**src/design/tsa_pkg.sv**
```systemverilog
// Package for the task slot allocator: sizes, codes and the item types
// shared by the controller, the datapath and the top level.
// No dependencies.
package tsa_pkg;

  localparam int NUM_SLOTS   = 64;
  localparam int NUM_REGULAR = 48;
  localparam int INDEX_BITS  = 6;
  localparam int TID_BITS    = 16;
  localparam int GEN_BITS    = TID_BITS - INDEX_BITS;

  localparam int ADDR_W    = 32;
  localparam int KSIZE_W   = 24;
  localparam int SSIZE_W   = 20;
  localparam int COUNT_W   = 8;
  localparam int PRIO_W    = 5;
  localparam int CFG_IDX_W = 2;

  localparam logic [ADDR_W-1:0] ALIGN_MASK = 32'h3;

  localparam logic [KSIZE_W-1:0] KERNEL_SIZE_RST  = 24'd65536;
  localparam logic [SSIZE_W-1:0] REGULAR_SIZE_RST = 20'd65536;
  localparam logic [SSIZE_W-1:0] MICRO_SIZE_RST   = 20'd4096;

  typedef enum logic [1:0] {
    REQ_CREATE = 2'd0,
    REQ_EXIT   = 2'd1,
    REQ_READY  = 2'd2,
    REQ_QUERY  = 2'd3
  } req_code_t;

  typedef enum logic [1:0] {
    STAT_OK      = 2'd0,
    STAT_NO_SLOT = 2'd1,
    STAT_BAD_ID  = 2'd2
  } status_code_t;

  typedef enum logic [1:0] {
    SLOT_INVALID = 2'd0,
    SLOT_READY   = 2'd1,
    SLOT_EXITED  = 2'd2
  } slot_state_t;

  typedef enum logic [CFG_IDX_W-1:0] {
    CFG_STACK_TOP    = 2'd0,
    CFG_KERNEL_SIZE  = 2'd1,
    CFG_REGULAR_SIZE = 2'd2,
    CFG_MICRO_SIZE   = 2'd3
  } cfg_index_t;

  typedef struct packed {
    logic [1:0]          req_type;
    logic                task_type;
    logic [TID_BITS-1:0] tid;
    logic [TID_BITS-1:0] parent_id;
    logic [PRIO_W-1:0]   priority_req;
  } req_t;

  typedef struct packed {
    logic [1:0]          status;
    logic [TID_BITS-1:0] task_id;
    logic [TID_BITS-1:0] parent_out;
    logic [1:0]          state_out;
    logic                type_out;
    logic [PRIO_W-1:0]   priority_out;
    logic [ADDR_W-1:0]   stack_base;
    logic [COUNT_W-1:0]  regular_in_use;
    logic [COUNT_W-1:0]  micro_in_use;
  } rsp_t;

  // Commands from the controller to the datapath.
  typedef struct packed {
    logic load;
    logic look;
    logic exec;
    logic fin;
  } tsa_cmd_t;

endpackage

```
**src/design/tsa_ctrl.sv**
```systemverilog
// Controller for the task slot allocator: sequences one item through the
// look-up, execute and finish steps of the datapath.
// Depends on tsa_pkg.
module tsa_ctrl (
  input  logic              clk,
  input  logic              rst,
  input  logic              start,
  output logic              busy,
  output logic              done,
  output tsa_pkg::tsa_cmd_t cmd
);

  typedef enum logic [3:0] {
    S_IDLE = 4'b0001,
    S_LOOK = 4'b0010,
    S_EXEC = 4'b0100,
    S_FIN  = 4'b1000
  } state_t;

  state_t state;
  state_t state_next;

  always_comb begin
    state_next = state;
    case (state)
      S_IDLE: begin
        if (start) state_next = S_LOOK;
      end
      S_LOOK:  state_next = S_EXEC;
      S_EXEC:  state_next = S_FIN;
      S_FIN:   state_next = S_IDLE;
      default: state_next = S_IDLE;
    endcase
  end

  always_ff @(posedge clk) begin
    if (rst) begin
      state <= S_IDLE;
      done  <= 1'b0;
    end else begin
      state <= state_next;
      done  <= (state == S_FIN);
    end
  end

  assign busy     = (state != S_IDLE);
  assign cmd.load = start && (state == S_IDLE);
  assign cmd.look = (state == S_LOOK);
  assign cmd.exec = (state == S_EXEC);
  assign cmd.fin  = (state == S_FIN);

endmodule

```
**src/design/tsa_dp.sv**
```systemverilog
// Datapath for the task slot allocator: configuration registers, slot table
// memory, ready flags, free-slot search, in-use counters and stack base math.
// Depends on tsa_pkg; driven by commands from tsa_ctrl.
module tsa_dp (
  input  logic                            clk,
  input  logic                            rst,
  input  tsa_pkg::tsa_cmd_t               cmd,
  input  tsa_pkg::req_t                   req,
  input  logic                            cfg_we,
  input  logic [tsa_pkg::CFG_IDX_W-1:0]   cfg_index,
  input  logic [tsa_pkg::ADDR_W-1:0]      cfg_data,
  output tsa_pkg::rsp_t                   rsp
);

  typedef struct packed {
    logic [tsa_pkg::GEN_BITS-1:0] gen;
    logic [tsa_pkg::TID_BITS-1:0] parent;
    logic [tsa_pkg::PRIO_W-1:0]   prio;
    logic [1:0]                   state;
  } entry_t;

  localparam int PROD_W = tsa_pkg::INDEX_BITS + tsa_pkg::SSIZE_W;

  // Configuration.
  logic [tsa_pkg::ADDR_W-1:0]  stack_top;
  logic [tsa_pkg::KSIZE_W-1:0] kernel_size;
  logic [tsa_pkg::SSIZE_W-1:0] regular_size;
  logic [tsa_pkg::SSIZE_W-1:0] micro_size;

  // Slot table.
  entry_t                         mem [tsa_pkg::NUM_SLOTS];
  logic [tsa_pkg::NUM_SLOTS-1:0]  written;
  logic [tsa_pkg::NUM_SLOTS-1:0]  ready_vec;
  logic [tsa_pkg::COUNT_W-1:0]    regular_count;
  logic [tsa_pkg::COUNT_W-1:0]    micro_count;

  // Item state.
  tsa_pkg::req_t                  req_r;
  logic [tsa_pkg::INDEX_BITS-1:0] idx_r;
  logic                           hit_r;
  logic                           was_ready_r;
  entry_t                         entry_r;
  logic                           entry_vld_r;
  logic                           found_r;
  logic [PROD_W-1:0]              prod_r;
  logic [tsa_pkg::ADDR_W-1:0]     base_pre_r;

  // Result registers.
  logic [1:0]                     status_r;
  logic [tsa_pkg::TID_BITS-1:0]   task_id_r;
  logic [tsa_pkg::TID_BITS-1:0]   parent_r;
  logic [1:0]                     state_r;
  logic                           type_r;
  logic [tsa_pkg::PRIO_W-1:0]     prio_r;
  logic [tsa_pkg::ADDR_W-1:0]     stack_base_r;

  // Look-up step signals.
  logic                           enc_found;
  logic [tsa_pkg::INDEX_BITS-1:0] enc_idx;
  logic [tsa_pkg::INDEX_BITS-1:0] sel_idx;
  logic                           sel_hit;
  logic                           is_create;

  // Execute step signals.
  entry_t                         cur;
  entry_t                         upd;
  logic                           is_micro;
  logic                           found;
  logic                           wr_en;
  logic                           new_ready;
  logic [tsa_pkg::INDEX_BITS-1:0] off_idx;
  logic [tsa_pkg::SSIZE_W-1:0]    size_sel;
  logic [PROD_W-1:0]              prod_next;
  logic [tsa_pkg::ADDR_W-1:0]     micro_skip;
  logic [tsa_pkg::ADDR_W-1:0]     base_pre_next;

  always_ff @(posedge clk) begin
    if (rst) begin
      stack_top    <= '0;
      kernel_size  <= tsa_pkg::KERNEL_SIZE_RST;
      regular_size <= tsa_pkg::REGULAR_SIZE_RST;
      micro_size   <= tsa_pkg::MICRO_SIZE_RST;
    end else if (cfg_we) begin
      case (cfg_index)
        tsa_pkg::CFG_STACK_TOP:    stack_top    <= cfg_data;
        tsa_pkg::CFG_KERNEL_SIZE:  kernel_size  <= cfg_data[tsa_pkg::KSIZE_W-1:0];
        tsa_pkg::CFG_REGULAR_SIZE: regular_size <= cfg_data[tsa_pkg::SSIZE_W-1:0];
        tsa_pkg::CFG_MICRO_SIZE:   micro_size   <= cfg_data[tsa_pkg::SSIZE_W-1:0];
        default: ;
      endcase
    end
  end

  assign is_create = (req_r.req_type == tsa_pkg::REQ_CREATE);

  // Lowest slot that is not ready in the requested range; the loop runs
  // downward so the lowest match is the one that stays.
  always_comb begin
    enc_found = 1'b0;
    enc_idx   = '0;
    for (int i = tsa_pkg::NUM_SLOTS - 1; i >= 0; i--) begin
      if ((req_r.task_type ? (i >= tsa_pkg::NUM_REGULAR) : (i < tsa_pkg::NUM_REGULAR))
          && !ready_vec[i]) begin
        enc_found = 1'b1;
        enc_idx   = tsa_pkg::INDEX_BITS'(i);
      end
    end
  end

  always_comb begin
    if (is_create) begin
      sel_idx = enc_idx;
      sel_hit = enc_found;
    end else begin
      sel_idx = req_r.tid[tsa_pkg::INDEX_BITS-1:0];
      sel_hit = ({1'b0, sel_idx} < (tsa_pkg::INDEX_BITS+1)'(tsa_pkg::NUM_SLOTS));
    end
  end

  always_comb begin
    cur      = entry_vld_r ? entry_r : '0;
    is_micro = ({1'b0, idx_r} >= (tsa_pkg::INDEX_BITS+1)'(tsa_pkg::NUM_REGULAR));
    if (is_create) begin
      found = hit_r;
    end else begin
      found = hit_r && (cur.gen == req_r.tid[tsa_pkg::TID_BITS-1:tsa_pkg::INDEX_BITS]);
    end
    upd = cur;
    case (req_r.req_type)
      tsa_pkg::REQ_CREATE: begin
        upd.gen    = cur.gen + 1'b1;
        upd.parent = req_r.parent_id;
        upd.prio   = req_r.priority_req;
        upd.state  = tsa_pkg::SLOT_READY;
      end
      tsa_pkg::REQ_EXIT:  upd.state = tsa_pkg::SLOT_EXITED;
      tsa_pkg::REQ_READY: upd.state = tsa_pkg::SLOT_READY;
      default: ;
    endcase
    wr_en     = cmd.exec && found && (req_r.req_type != tsa_pkg::REQ_QUERY);
    new_ready = (upd.state == tsa_pkg::SLOT_READY);

    off_idx  = is_micro ? idx_r - tsa_pkg::INDEX_BITS'(tsa_pkg::NUM_REGULAR) : idx_r;
    size_sel = is_micro ? micro_size : regular_size;
    prod_next = PROD_W'(off_idx) * PROD_W'(size_sel);
    micro_skip = is_micro
        ? tsa_pkg::ADDR_W'(regular_size) * tsa_pkg::ADDR_W'(tsa_pkg::NUM_REGULAR)
        : '0;
    base_pre_next = stack_top - tsa_pkg::ADDR_W'(kernel_size) - micro_skip;
  end

  // Table memory: one read during look-up, one write during execute.
  always_ff @(posedge clk) begin
    if (cmd.look) entry_r <= mem[sel_idx];
    if (wr_en) mem[idx_r] <= upd;
  end

  always_ff @(posedge clk) begin
    if (rst) begin
      written       <= '0;
      ready_vec     <= '0;
      regular_count <= '0;
      micro_count   <= '0;
    end else if (wr_en) begin
      written[idx_r]   <= 1'b1;
      ready_vec[idx_r] <= new_ready;
      if (new_ready && !was_ready_r) begin
        if (is_micro) micro_count <= micro_count + 1'b1;
        else regular_count <= regular_count + 1'b1;
      end else if (!new_ready && was_ready_r) begin
        if (is_micro) micro_count <= micro_count - 1'b1;
        else regular_count <= regular_count - 1'b1;
      end
    end
  end

  always_ff @(posedge clk) begin
    if (cmd.load) req_r <= req;
    if (cmd.look) begin
      idx_r       <= sel_idx;
      hit_r       <= sel_hit;
      entry_vld_r <= written[sel_idx];
      was_ready_r <= ready_vec[sel_idx];
    end
    if (cmd.exec) begin
      found_r    <= found;
      prod_r     <= prod_next;
      base_pre_r <= base_pre_next;
      if (found) begin
        status_r  <= tsa_pkg::STAT_OK;
        task_id_r <= {upd.gen, idx_r};
        parent_r  <= upd.parent;
        state_r   <= upd.state;
        type_r    <= is_micro;
        prio_r    <= upd.prio;
      end else begin
        status_r  <= is_create ? tsa_pkg::STAT_NO_SLOT : tsa_pkg::STAT_BAD_ID;
        task_id_r <= '0;
        parent_r  <= '0;
        state_r   <= tsa_pkg::SLOT_INVALID;
        type_r    <= 1'b0;
        prio_r    <= '0;
      end
    end
    if (cmd.fin) begin
      stack_base_r <= found_r
          ? ((base_pre_r - tsa_pkg::ADDR_W'(prod_r)) & ~tsa_pkg::ALIGN_MASK)
          : '0;
    end
  end

  assign rsp.status         = status_r;
  assign rsp.task_id        = task_id_r;
  assign rsp.parent_out     = parent_r;
  assign rsp.state_out      = state_r;
  assign rsp.type_out       = type_r;
  assign rsp.priority_out   = prio_r;
  assign rsp.stack_base     = stack_base_r;
  assign rsp.regular_in_use = regular_count;
  assign rsp.micro_in_use   = micro_count;

endmodule

```
**src/design/task_slot_allocator_unit.sv**
```systemverilog
// Task slot allocator: a table of task slots addressed by generation-counted
// task IDs, with create, exit, make-ready and query requests.
//
// Request channel: an item is taken at a clock edge where start is high and
// busy is low. Done rises after the finish step and marks the result on rsp
// for exactly one cycle; the receiver cannot hold it off. Busy falls while
// the result is shown, so a new item can be taken at the edge that ends that
// cycle; busy stays high until then, so one item is handled at a time.
// Each item passes the look-up, execute and finish steps in order: look-up
// finds the slot (free-slot search on create) and issues the table read,
// execute checks the generation, writes the table and multiplies the slot's
// stack offset, finish does the stack base subtraction, and then the result
// is shown.
// Configuration channel: cfg_valid with cfg_index and cfg_data writes one
// register; cfg_ready is always high. Write it only while no item is open.
// Reset (rst, synchronous) marks every slot invalid with generation zero,
// clears the in-use counts and loads the default stack sizes; the block is
// ready for an item in the first cycle after reset.
// Depends on tsa_pkg, tsa_ctrl and tsa_dp.
module task_slot_allocator_unit (
  input  logic                          clk,
  input  logic                          rst,
  input  logic                          start,
  output logic                          busy,
  input  tsa_pkg::req_t                 req,
  output logic                          done,
  output tsa_pkg::rsp_t                 rsp,
  input  logic                          cfg_valid,
  output logic                          cfg_ready,
  input  logic [tsa_pkg::CFG_IDX_W-1:0] cfg_index,
  input  logic [tsa_pkg::ADDR_W-1:0]    cfg_data
);

  tsa_pkg::tsa_cmd_t cmd;
  logic              cfg_we;

  assign cfg_ready = 1'b1;
  assign cfg_we    = cfg_valid && cfg_ready;

  tsa_ctrl u_ctrl (
    .clk   (clk),
    .rst   (rst),
    .start (start),
    .busy  (busy),
    .done  (done),
    .cmd   (cmd)
  );

  tsa_dp u_dp (
    .clk       (clk),
    .rst       (rst),
    .cmd       (cmd),
    .req       (req),
    .cfg_we    (cfg_we),
    .cfg_index (cfg_index),
    .cfg_data  (cfg_data),
    .rsp       (rsp)
  );

endmodule

```
**config.mk**
```make
export PLATFORM = sky130hd
export DESIGN_NAME = task_slot_allocator_unit
export DESIGN_NICKNAME = d
export VERILOG_FILES = /design/src/design/tsa_pkg.sv /design/src/design/tsa_ctrl.sv /design/src/design/tsa_dp.sv /design/src/design/task_slot_allocator_unit.sv
export SDC_FILE = /design/constraint.sdc
export NUM_CORES = 2
export LEC_CHECK = 0
export BUFFER_PORTS_ARGS = -buffer_cell sky130_fd_sc_hd__buf_2
export CAP_MARGIN = 20
export CORE_MARGIN = 10
export CORE_UTILIZATION = 45
export DETAILED_ROUTE_END_ITERATION = 12
export SYNTH_ARGS = -nofsm -noshare
export SYNTH_HDL_FRONTEND = slang
export SYNTH_HIERARCHICAL = 1
export SYNTH_SLANG_ARGS = --single-unit
```
**constraint.sdc**
```tcl
create_clock -name clk -period 8.2 [get_ports clk]
set_input_delay 0.41 -clock clk [delete_from_list [all_inputs] [get_ports clk]]
set_output_delay 0.41 -clock clk [all_outputs]
set_load 0.005 [all_outputs]
```
### Word-level counts from Yosys, hierarchy flattened

Memories as Yosys holds them, arrays and structs flattened. A register that Yosys moved wholly into a read port is not among the register bits.
Index checks and enable logic that the tools add are counted.

* memories: 1
* output and inout bits: 93
* input bits: 78
* register bits: 427
* memory bits (writable): 2112
* logic and storage cells: 306

Memories
* u_dp.mem: depth 64, bits a word 33, rd ports 1, clocked after Yosys merged registers in 1, write ports 1, RTL line tsa_dp.sv:31 `entry_t mem [tsa_pkg::NUM_SLOTS];`

* reduce and logical (&&, ||, !) cells: 148
* muxes and demuxes: 95
* $add $sub $neg: 9
* $lt $le $gt $ge: 4
* bitwise operators: 3
* eq/ne operators: 14
* $mul: 2

Operators with widths (count)
* 6-bit two-way mux: 66
* 1-bit logical AND: 71
* 1-bit logical NOT: 66
* 64-bit bitwise mux: 1
* 8-bit two-way mux: 8
* 64-bit OR: 1
* 64-bit OR reduction: 1
* 33-bit two-way mux: 1
* 32-bit by 24-bit subtractor with 32-bit output: 1
* 32-bit by 26-bit subtractor with 32-bit output: 1
* 32-bit subtractor: 1
* 31-bit two-way mux: 1
* 6-bit by 20-bit multiplier with 26-bit output: 1
* 26-bit two-way mux: 1
* 20-bit by 2-bit multiplier with 22-bit output, second input constant: 1
* 20-bit two-way mux: 1
* 8-bit by 1-bit adder with 8-bit output, second input constant: 2
* 8-bit by 1-bit subtractor with 8-bit output, second input constant: 2
* 6-bit by 7-bit < comparator with 1-bit output, second input constant: 2
* 1-bit binary-select mux with 6-bit select: 2
* 4-bit one-hot mux with 3 select lines: 1
* 10-bit by 1-bit adder with 10-bit output, second input constant: 1
* 10-bit == test: 1
* 1-bit two-way mux: 9
* 21 further kinds: 32

### Longest topological paths before layout

* word-level depth: 69
* mapped depth: 24

### Modules after synthesis

The synthesis kept the hierarchy.

By module, submodules not included
* tsa_dp: seq. area each 74621.6 um^2, times used 1, cells an instance 9124, area an instance 109588.9 um^2
* tsa_ctrl: seq. area each 100.1 um^2, times used 1, cells an instance 24, area an instance 227.7 um^2
* task_slot_allocator_unit: seq. area each 0.0 um^2, times used 1, cells an instance 2, area an instance 11.3 um^2

### Worst setup path before layout

Ideal clock, no wire load.

* kind: reg-to-reg
* start point: register u_dp.entry_vld_r
* end point: register u_dp/micro_count[7] in the netlist's numbering
* stages on the path, launching flop included: 19
* required time: 8.130 ns
* buffers on the path: 3
* data arrival time: 6.274 ns
* setup time: 0.070 ns
* slack: 1.855 ns
* path through: edfxtp_1 -> clkbuf_1 -> clkbuf_1 -> nand2_1 -> a21boi_0 -> nor2_1 -> clkbuf_1 -> ha_1 -> inv_1 -> ha_1 -> a21o_1 -> a21oi_1 -> o21bai_1 -> a21oi_1 -> o21bai_1 -> a21oi_1 -> xnor2_1 -> or3_1 -> a21oi_1

RTL lines
* start: declaration: RTL line tsa_dp.sv:43 `logic entry_vld_r;`
* start signal: assignment: RTL line tsa_dp.sv:182 `entry_vld_r <= written[sel_idx];`
* end signal: assignment: RTL line tsa_dp.sv:168 `if (is_micro) micro_count <= micro_count + 1'b1;`
* end signal: assignment: RTL line tsa_dp.sv:171 `if (is_micro) micro_count <= micro_count - 1'b1;`
* end: declaration: RTL line tsa_dp.sv:35 `logic [tsa_pkg::COUNT_W-1:0] micro_count;`

### Worst setup path in the final report

* start point: register u_dp/idx_r[5] in the netlist's numbering
* end point: register u_dp.prod_r[24] (data pin)

* word-level cells in the longest chain between the ends: 3

RTL lines
* start: declaration: RTL line tsa_dp.sv:39 `logic [tsa_pkg::INDEX_BITS-1:0] idx_r;`
* start signal: assignment: RTL line tsa_dp.sv:180 `idx_r <= sel_idx;`
* 6-bit subtractor / 6-bit >= comparator (equally long branches): RTL line tsa_dp.sv:143, tsa_dp.sv:122
* 6-bit two-way mux / 20-bit two-way mux (equally long branches): RTL line tsa_dp.sv:143, tsa_dp.sv:144
* 6-bit by 20-bit multiplier with 26-bit output *: RTL line tsa_dp.sv:145 `prod_next = PROD_W'(off_idx) * PROD_W'(size_sel);`
* named net u_dp.prod_next[24]: RTL line tsa_dp.sv:73 `logic [PROD_W-1:0] prod_next;`
* end signal: assignment: RTL line tsa_dp.sv:187 `prod_r <= prod_next;`
* end: declaration: RTL line tsa_dp.sv:45 `logic [PROD_W-1:0] prod_r;`

The timed path passes the listed nets; every way through them passes the cells marked *.
A chain may end at the register's enable or synchronous reset.

==> impl.org <==
** Detailed routing
- Detail-routed via count per cell :: 5.94
- DRC violations left :: 0
- After detailed routing, the average wire length per cell comes to 26.7 um.
- Final wirelength :: 339000 um
- DRT Pass-1 Iters :: 8
- Summing over every cut layer, the via total after detailed routing is 75500.
- The detail route stage leaves a number of antenna-violating nets equal to 0.
- Drt initial violations :: 8650

** STA
- Total negative slack for setup checks :: 0 ns
- Dividing the final minimum period by the clock period gives 0.828.
- In this run the tightest slew margin relative to its limit is 0.00481.
- Final hold analysis gives a worst-case slack of 0.113 ns.
- Setup repair after global routing left no endpoint under its margin.
- For this run, the top clock speed supported by timing is 147 MHz.
- Counting I/O delays and the setup requirement, the final critical path takes 6.79 ns.
- For the final database, setup skew stands at 0.0579 ns.
- For the pin with the worst max-slew slack, the measured transition is 1.49 ns.
- The number of pins exceeding their max-slew limit in the final report came to 0.
- Setup violations remaining at the end of the flow were counted as 0.
- The hold violation count in the final report is 0.

** Global routing
- Global routing usage summed across all routing layers :: 0.248
- Initial antenna violation count :: 10
- Overflow left after global routing :: 0
- Global-route wire length before repair :: 495000 um
- Number of global-route vias before repair :: 71900
- Entering global routing, the biggest net connects 173 pins.

** Worst setup path
- Startpoint type of the worst setup path :: flop
- Largest stage delay, worst path :: 0.76 ns
- At the worst endpoint, the arrival time is 7.47 ns.
- The worst register-to-register path ends at u_dp/prod_r[24].
- Sequence of cells on the critical path :: nand2_1 > nand2_1 > nand2_1 > and2_1 > fa_1 > inv_1 > fa_1 > fa_1 > inv_1 > ha_1 > a21o_1 > a21oi_1 > a21oi_1 > o41a_1 > a41o_1 > o41ai_1 > o211ai_1 > a31o_2 > a21oi_1 > xnor2_1
- Register-to-register setup slack :: 1.41 ns
- Of all nets on the critical path, the largest fanout is 24.
- In this run the worst setup path begins at u_dp/idx_r[5].
- STA puts the critical path data required time at 8.87 ns.
- RR Startpoint :: u_dp/idx_r[5]
- Kind of critical path :: reg2reg
- Cell with the largest stage delay on the worst path :: o41ai_1
- Worst reg-to-reg path cell count :: 20
- The worst setup path is captured at a flop.

** Synth
- By instance count, the leading cell after synthesis is nand2_1.
- In the synthesized netlist the dominant register cell turns out to be edfxtp_1.
- The number of different library cells used by synthesis comes to 95.
- For this run, asynchronously set or reset flops after synthesis account for 0.
- Yosys mapped a number of flops with a built-in enable equal to 2325.
- Averaged over all synthesized cells, the footprint is 12.0 um2.
- By area the synthesized netlist is led by edfxtp_1 64%, nand2_1 8.1%, nand3_1 5.0%, dfxtp_1 4.5%, a21oi_1 1.8%.
- Number of standard cells after synthesis :: 9150
- Of all cell types, the one taking the most synthesized area is edfxtp_1.
- The share of synthesized area in the top cell type comes to 0.636.
- For this run, the register share of the synthesized area comes to 0.680.
- Most frequent cells after synthesis :: 2374 x nand2_1, 2325 x edfxtp_1, 1106 x nand3_1, 405 x a21oi_1, 321 x nor2_1
- Mapped Area :: 110000 um2
- Register bit count reported by yosys :: 2570
- Total of warnings raised by yosys :: 6

** Run
- Max-cap violations :: 0

** Final layout
- The sequential cells in the finished layout cover a total of 74700 um2.
- Of the cells placed in the final design, the portion with a size suffix greater than 1 is 0.0987.
- Summing all multi-input logic gate instances after layout gives 32600 um2.
- Number of non-filler instances in the completed layout :: 12700
- Relative to the synthesized area, the layout overhead comes to 13.2%.
- Measured on the finished design, the core utilization comes to 0.512.
- Number of nets in the finished design :: 9612
- Counting the fill cells in the layout gives 20700.

** Floorplan
- The core region is 243000 um2.
- The die is 514 um tall.
- In this run the core area contains 181 standard-cell rows.
- Pin placement for this block handled 171 I/O pins.
- Total Die Area :: 264000 um2
- Die width :: 514 um
- Initial standard-cell utilization of the core :: 0.452

** Min path
- In this run the most critical hold path is launched from cfg_index[0].
- Capture endpoint of the worst hold path :: u_dp/regular_size[14]
- Hold-critical path depth :: 5
- Worst min-delay path category :: in2reg

** Clock tree
- CTS Buf Count :: 288
- Post-CTS Setup Inserts :: 0
- Clock latency on the worst-skew pair, taken at its later pin, is 0.94 ns.
- Max H-tree Level :: 5
- CTS tree :: done
- Clock tree root driver cell :: clkbuf_16
- The tree built by TritonCTS fans out to 2570 sinks.
- The clock passes through at most 4 buffers.
- After clock tree synthesis, the clock-pin slew on the worst setup and hold paths is 0.06 ns.

** Placed design
- Instance count after placement with tap cells included :: 12100
- The congestion estimate from routability-driven global placement came to 0.888.
- Sum of net half-perimeters after detailed placement :: 192000 um
- IO Port Bufs :: 167

** Power
- Power per standard cell area :: 238 nW/um2
- Leakage power of the design :: 0.0433 uW
- The design draws 29600 uW.
- IR analysis of the VDD net gives a maximum drop of 204 uV.

** Run status
- The flow ran to the end, and the final reports show no timing, DRC or antenna violations.
==> through the flow <==
stage / instance area [um2] / worst slack (ns)
final: 124000 / 1.41
after global routing: 124000 / 1.02
after CTS: 124000 / 1.37
after detailed placement: 115000 / 1.36
after global placement: 115000 / 1.41
after floorplan: 110000 / 1.86
==> cells by family (layout without fill, tap and decap cells) <==
kind of cell	count (synthesis)	after routing	synth area share
AO/OA/AOI/OAI	1214	1214	0.0744
XOR/XNOR	105	105	0.00837
adder cells (fa/ha/maj)	223	223	0.0320
buffers and inverters	775	1131	0.0300
flip-flops	2570	2570	0.680
multiplexers	148	148	0.0142
other	2	8	0.0000684
AND/OR/NAND/NOR	4113	4113	0.161
==> routing by layer <==
metal,vias up,GRT usage,wire length (um)
met5,-,0,0
met4,0,0.0754,10000
met3,602,0.0440,31500
met2,3711,0.394,157000
met1,37700,0.350,141000
li1,33500,-,-
==> how the worst max path moves through the flow <==
stage	slack, ns	cells after the start	endpoint
final	1.41	20	u_dp/prod_r[24]
after global routing	1.02	20	u_dp/prod_r[24]
after CTS	1.37	20	u_dp/prod_r[24]
after detailed placement	1.36	20	u_dp/prod_r[24]
after global placement	1.41	22	u_dp/prod_r[24]
after floorplan	1.86	18	u_dp/micro_count[7]
==> flip-flops by register name, indices dropped and copies added (netlist names), 6 cells and up <==
signal,cells
u_dp/micro_size,20
u_dp/written,64
u_dp/prod_r,26
u_dp/regular_count,8
u_dp/entry_r,33
u_dp/mem,2112
u_dp/micro_count,8
u_dp/stack_base_r,30
u_dp/req_r,40
u_dp/ready_vec,64
u_dp/parent_r,16
u_dp/regular_size,20
u_dp/base_pre_r,32
u_dp/kernel_size,24
u_dp/idx_r,6
u_dp/task_id_r,16
u_dp/stack_top,32
==> repair_timing <==
item / CTS / global route
endpoints found under the hold margin: 138 / 0
hold buffers: 73 / 0
resized for setup: 0 / 0
==> area by class of cell <==
cell class	instances	share of cell area
Antenna cell	5	0.000101
Clock buffer	389	0.0632
Clock inverter	97	0.00686
Inverter	191	0.00608
Multi-Input combinational cell	5806	0.262
Sequential cell	2570	0.601
Tap cell	3202	0.0322
Timing Repair Buffer	454	0.0285
==> cell usage in the layout (no fill, tap or decap), types with 40 or more instances in the layout <==
| master | instances |
|---|---|
| fa_1 | 97 |
| xnor2_1 | 61 |
| and3_1 | 65 |
| buf_2 | 166 |
| a31oi_1 | 82 |
| clkinv_1 | 40 |
| inv_1 | 180 |
| a311oi_1 | 98 |
| o221ai_1 | 49 |
| o21ai_0 | 125 |
| and2_1 | 42 |
| mux2i_1 | 131 |
| clkbuf_1 | 81 |
| dfxtp_1 | 245 |
| nor2_4 | 65 |
| dlygate4sd3_1 | 73 |
| clkbuf_16 | 294 |
| a211oi_1 | 147 |
| ha_1 | 126 |
| a21oi_1 | 405 |
| nor3_1 | 42 |
| buf_4 | 185 |
| edfxtp_1 | 2325 |
| nand3_1 | 1106 |
| nor2_1 | 257 |
| nand2_1 | 2352 |
==> report_power, final <==
group	switching, uW	internal, uW	total (uW)
clock network	5060	7130	12200
logic	2130	852	2990
registers	42.8	14400	14400
total	7240	22300	29600
==> critical path: cells and delay by family, from the launching register on <==
kind / cells / cell delay [ns]
AOI/OAI and AO/OA: 9 / 2.79
adders and majority gates: 4 / 1.82
and+or+nand+nor: 4 / 1.28
DFF: 1 / 0.48
buffers and inverters: 2 / 0.10
xor gates and xnor gates: 1 / 0.08
Power figures use the tool's default switching activity.
